$ cat src/hdl/rialu_pkg.sv
// Package: operation codes and word types for the integer ALU.
package rialu_pkg;

    // Divider pipe shape: DivSteps stages retire DivBits quotient bits each.
    localparam int unsigned DivSteps = 8;
    localparam int unsigned DivBits  = 4;

    typedef enum logic [4:0] {
        OP_ADD   = 5'd0,
        OP_SUB   = 5'd1,
        OP_AND   = 5'd2,
        OP_OR    = 5'd3,
        OP_NOR   = 5'd4,
        OP_SLT   = 5'd5,
        OP_SLTU  = 5'd6,
        OP_SLL   = 5'd7,
        OP_SRL   = 5'd8,
        OP_MUL   = 5'd9,
        OP_DIV   = 5'd10,
        OP_LUI   = 5'd11,
        OP_ADDI  = 5'd12,
        OP_ANDI  = 5'd13,
        OP_ORI   = 5'd14,
        OP_SLTI  = 5'd15,
        OP_SLTIU = 5'd16
    } t_op;

    typedef struct packed {
        logic [4:0]  action;
        logic [31:0] operand_a;
        logic [31:0] operand_b;
        logic [15:0] immediate;
        logic [4:0]  shift_amount;
    } t_in_word;

    typedef struct packed {
        logic [31:0] result;
        logic        divide_by_zero;
    } t_out_word;

    // Divider pipeline payload: partial remainder, quotient/dividend shift
    // register, magnitude of divisor, sign of quotient.
    typedef struct packed {
        logic [32:0] rem;
        logic [31:0] quo;
        logic [31:0] dvs;
        logic        neg;
    } t_div_word;

endpackage

$ cat src/hdl/rialu_div_stage.sv
// One restoring-division stage: retires a fixed number of quotient bits.
module rialu_div_stage #(
    parameter int unsigned BITS = 4
) (
    input  rialu_pkg::t_div_word i_d,
    output rialu_pkg::t_div_word o_d
);
    rialu_pkg::t_div_word w [0:BITS];
    logic [32:0] w_try [0:BITS-1];

    assign w[0] = i_d;
    assign o_d  = w[BITS];

    for (genvar k = 0; k < BITS; k++) begin : g_bit
        always_comb begin
            w_try[k] = {w[k].rem[31:0], w[k].quo[31]} - {1'b0, w[k].dvs};
            w[k+1]   = w[k];
            if (!w_try[k][32]) begin
                w[k+1].rem = w_try[k];
                w[k+1].quo = {w[k].quo[30:0], 1'b1};
            end else begin
                w[k+1].rem = {w[k].rem[31:0], w[k].quo[31]};
                w[k+1].quo = {w[k].quo[30:0], 1'b0};
            end
        end
    end
endmodule

$ cat config.mk
export PLATFORM = sky130hd
export DESIGN_NAME = rialu_div_stage
export DESIGN_NICKNAME = d
export VERILOG_FILES = /design/src/hdl/rialu_pkg.sv /design/src/hdl/rialu_div_stage.sv
export SDC_FILE = /design/constraint.sdc
export NUM_CORES = 1
export LEC_CHECK = 0
export BUFFER_PORTS_ARGS = -buffer_cell sky130_fd_sc_hd__buf_2
export CAP_MARGIN = 25
export CORE_MARGIN = 2
export CORE_UTILIZATION = 35
export DETAILED_ROUTE_END_ITERATION = 8
export PLACE_DENSITY_LB_ADDON = 0.3
export SLEW_MARGIN = 20
export SYNTH_ARGS = -nofsm -noshare
export SYNTH_HDL_FRONTEND = slang
export SYNTH_SLANG_ARGS = --single-unit
$ cat constraint.sdc
create_clock -name vclk -period 24.6
set_input_delay 4.92 -clock vclk [all_inputs]
set_output_delay 4.92 -clock vclk [all_outputs]
set_load 0.03 [all_outputs]
==> results of run 1 <==
[cell families after synthesis]
group,Yosys count,synth area share
AOI/OAI and AO/OA,503,0.360
and+or+nand+nor,402,0.214
buffers and inverters,206,0.110
adders and majority gates,133,0.183
xor gates and xnor gates,106,0.100
muxes,28,0.0326
[how the worst max path moves through the flow]
stage                     startpoint       to  slack, ns  cells past startpoint
after global placement        i_d[2]  o_d[80]       0.44                     53
final                         i_d[2]  o_d[80]       0.93                     55
after CTS                     i_d[2]  o_d[80]       0.31                     53
after floorplan              i_d[64]  o_d[66]       1.91                     59
after global routing          i_d[2]  o_d[80]      -0.01                     56
after detailed placement      i_d[2]  o_d[80]       0.40                     53
[cell usage after synthesis (14+ instances only)]
cell,count
a21oi_1,132
ha_1,129
nand2_1,118
o21ai_0,94
inv_1,91
nor2_1,87
a21o_1,78
xnor2_1,78
buf_4,61
clkbuf_1,35
nand4_1,35
nand3_1,30
a31oi_1,29
nand2b_1,29
xor2_1,28
o21a_1,24
nor3_1,23
o31ai_1,20
nor2b_1,17
o211ai_1,17
and3_1,14
mux2i_1,14
[worst max-delay path: cells and delay by family]
kind | cells | cell delay (ns)
AO/OA/AOI/OAI | 28 | 7.11
adder cells (fa/ha/maj) | 5 | 2.03
buffers and inverters | 11 | 2.26
AND/OR/NAND/NOR | 11 | 2.38
[timing repair]
item | 4_1_cts | 5_1_grt
setup buffers | 0 | 4
resized for setup | 0 | 10
setup endpoints to repair | 0 | 33
[routing by layer]
| metal | vias to the layer above | part of all wire | wire length [µm] | GRT usage |
|---|---|---|---|---|
| met1 | 4688 | 0.45 | 13500 | 0.272 |
| met5 | - | 0 | 0 | 0 |
| met3 | 40 | 0.037 | 1140 | 0.00428 |
| li1 | 5112 | - | - | - |
| met2 | 272 | 0.49 | 15000 | 0.386 |
| met4 | 0 | 0.022 | 676 | 0.0412 |
[cell type report]
cell class,instances,area share
multi-input combinational,1172,0.833
timing repair buffer,162,0.0891
tap,335,0.0422
inverter,93,0.0359
[stage by stage]
stage | hold WS, ns | setup TNS [ns] | instances
floorplan | 9.97 | 0 | 1378
global placement | 9.84 | 0 | 1758
detailed placement | 9.84 | 0 | 1758
CTS | 9.84 | 0 | 1758
global route | 9.84 | -0.0103 | 1762
finish | 9.84 | 0 | 1762
[placed cells by master, fill, tap and decap left out, types with 11 or more instances in the layout]
master    count
nor3_1       23
o31ai_1      19
o21a_1       24
o21bai_1     13
ha_1        128
xor2_1       27
o211ai_1     17
nor2b_1      17
a21oi_1     132
mux2i_1      14
buf_4        24
nor2_1       87
and3_1       14
xnor2_1      78
a31oi_1      28
a211oi_1     11
buf_2       137
nand3_1      29
a21o_1       78
mux2_2       13
o21ai_0      94
nand4_1      35
nand2_1     118
inv_1        90
nand2b_1     29
a32oi_1      11
==> results.ini, run 1 <==
[floorplanning]
die_y_um = 167
die_w_um = 167
coreArea_um2 = 26000
die_area_um2 = 27800
num_rows = 59
io_pins = 196
floorplan.initialDensity = 0.356

[cells_and_area]
regArea_um2 = 0
fin_util = 0.383
syn2layout_area_growth_pct = 7.45
multi_input_area_um2 = 8280
fill_cells = 2880
drive_gt1_frac = 0.152
nets = 1660
final_area_um2 = 9940
seq_cells = 0
clkbuf_count = 0
antenna_cells = 0

[drt]
drcViolationCount = 0
wl_mm = 30.4
dr.pass1.iters = 5
avgRoutedWirePerCell_um = 17.2
drtIter0Drc = 713
ant_nets = 0
vias_per_cell = 5.74
dr_total_vias = 10100

[sta]
finalCritPeriodShare = 0.962
setup_viol = 0
max_freq_mhz = 42.2
final-hold-violation-count = 0
slew_headroom = 0.469
slew_violations = 0
fin_crit_ns = 23.67
worst_slew_pin_slew_ns = 0.787
setup_slack_ns = 0.927

[setup_path]
path_class = primary input to output pin
path_max_fanout = 25
required_ns = 19.68
worstPathArrival_ns = 18.75
crit_path_end_kind = output pin
cp_slowest_cell = ha_2
path_common_cell = a21o_1
slowest_delay_ns = 0.53
start_kind = primary input

[run_status]
status = complete, no violations

[clock_network]
cts_hold_buf = 0

[yosys]
synth.top_cell.area_share = 0.174
synthTopCellsByArea = ha_1, xnor2_1, a21oi_1, a21o_1, o21ai_0
seq_area_frac_synth = 0
netlist_area_um2 = 9250
yosysUniqueCellTypes = 74
ys_warn_count = 0
synthesis.nets = 1609
avgSynthCellArea_um2 = 6.72
synthCells = 1378
yosysTopAreaCell = ha_1

[run]
max-cap-violations = 0

[grt]
grt_max_degree = 32
grt_usage = 0.209
grt_pass1_wl_mm = 48.3
grt_pass1_vias = 9414
antenna_found_initial = 0
grt-ovfl-total = 0

[place]
port_buffers = 137
place_hpwl_mm = 26.1
gp_congestion = 0.912
dpl-instance-area_um2 = 9850
place_ws_ns = 0.404

[hold_path]
whs_path_depth = 0
worstHoldStart = i_d[0]
min_delay_worst_endpoint = o_d[0]
hold_class = primary input to output pin

Power of run 1 is left out: the tool's default activity adds up to more than one toggle a clock period on the data nets, which glitch-free logic cannot reach.
==> run 2: changes to the inputs <==
- RECOVER_POWER: default -> 50
==> run 2 against run 1 <==
  * Via count grew 0.36%
  * Final cell count is the same
  * Global-route usage did not move
  * Clock-buffer cell count is the same
  * Core utilization shrank 0.096 points
  * Hold slack unchanged
  * Fmax is essentially flat
  * Final area fell by 0.25%
  * Worst setup slack lost 0.0015 ns
  * First-iteration DRC count fell by 8.1%
  * Critical endpoint unchanged
  * Largest cell class unchanged
==> results.ini, run 2 (synthesis results as in run 1) <==
[run_status]
status = complete, no violations

[setup_path]
path_class = primary input to output pin
start_kind = primary input
path_common_cell = a21o_1
worstPathArrival_ns = 18.75  ; about the same
crit_path_end_kind = output pin
required_ns = 19.68  ; about the same
path_max_fanout = 25  ; unchanged
crit_buf_inv = 11  ; unchanged
cp_slowest_cell = ha_2
slowest_delay_ns = 0.53  ; about the same
crit_family = compound AO/OA/AOI/OAI gates

[cells_and_area]
fill_cells = 2887  ; +0.24%
nets = 1660  ; unchanged
syn2layout_area_growth_pct = 7.18
clkbuf_count = 0  ; unchanged
antenna_cells = 0  ; unchanged
seq_cells = 0  ; unchanged
drive_gt1_frac = 0.138  ; -0.0140
final_cells = 1762  ; unchanged
layout_common_cells = a21oi_1, ha_1, nand2_1
regArea_um2 = 0  ; unchanged
final_common_cell = a21oi_1

[drt]
vias_per_cell = 5.76  ; +0.36%
avgRoutedWirePerCell_um = 17.3  ; +0.24%
dr.pass1.iters = 5  ; unchanged
ant_nets = 0  ; unchanged
wl_mm = 30.5  ; +0.24%
drtIter0Drc = 655  ; -8.1%
drcViolationCount = 0  ; unchanged
dr_total_vias = 10100  ; +0.36%

[floorplanning]
die_w_um = 167  ; unchanged
die_area_um2 = 27800  ; unchanged
num_rows = 59  ; unchanged
coreArea_um2 = 26000  ; unchanged
io_pins = 196  ; unchanged
die_y_um = 167  ; unchanged
floorplan.initialDensity = 0.356  ; unchanged

[sta]
slew_violations = 0  ; unchanged
max_freq_mhz = 42.2  ; about the same
final-hold-violation-count = 0  ; unchanged
setup_viol = 0  ; unchanged
fin_crit_ns = 23.67  ; +0.00151 ns
finalCritPeriodShare = 0.962  ; about the same
worst_slew_pin_slew_ns = 0.820  ; +0.0335 ns
slew_headroom = 0.446  ; -0.0226

[place]
place_hpwl_mm = 26.1  ; unchanged
port_buffers = 137  ; unchanged
gp_congestion = 0.912  ; unchanged
dp.cells = 1758  ; unchanged

[grt]
grt_usage = 0.209  ; unchanged
antenna_found_initial = 0  ; unchanged
grt_pass1_vias = 9414  ; unchanged
grt_max_degree = 32  ; unchanged
grt_pass1_wl_mm = 48.3  ; unchanged
grt-ovfl-total = 0  ; unchanged

[run]
max-cap-violations = 0  ; unchanged

[hold_path]
hold_class = primary input to output pin

[clock_network]
cts_hold_buf = 0  ; unchanged

## run 2: cell types whose count changed in the layout (fill, tap and decap cells not counted)
cell / previous run / this run
buf_2: 137 / 117
clkbuf_1: 0 / 20
## run 2: repair_timing
| action | 4_1_cts | 5_1_grt |
|---|---|---|
| setup endpoints to repair | 0 | 33 |
| gates resized for setup | 0 | 10 |
| buffers inserted | 0 | 4 |
## run 2: stage by stage
stage / hold WS, ns / utilization / TNS, ns / worst slack, ns / cell area, µm²
detailed placement: 9.84 / 0.379 / 0 / 0.404 / 9850
CTS: 9.84 / 0.379 / 0 / 0.311 / 9850
global route: 9.84 / 0.382 / -0.0103 / -0.0103 / 9920
finish: 9.84 / 0.382 / 0 / 0.925 / 9920
global placement: 9.84 / 0.379 / 0 / 0.436 / 9850
floorplan: 9.97 / - / 0 / 1.91 / 9250
## run 2: path summary, 6_finish.rpt
kind / end / start / depth (start not counted)
hold / removal: o_d[0] / i_d[0] / 0
setup / recovery: o_d[80] / i_d[2] / 55
## run 2: cell type report
cell class,instances,area [µm²],area share
Tap cell,335,419,0.0423
Timing Repair Buffer,162,861,0.0868
Inverter,93,357,0.0360
Multi-Input combinational cell,1172,8280,0.835
## run 2: per-layer routing
metal | vias up | GRT usage | share of wire
met3 | 42 | 0.00428 | 0.041
li1 | 5116 | - | -
met1 | 4688 | 0.272 | 0.44
met5 | - | 0 | 0
met4 | 0 | 0.0412 | 0.022
met2 | 302 | 0.386 | 0.49
Power of run 2 is left out for the same reason.
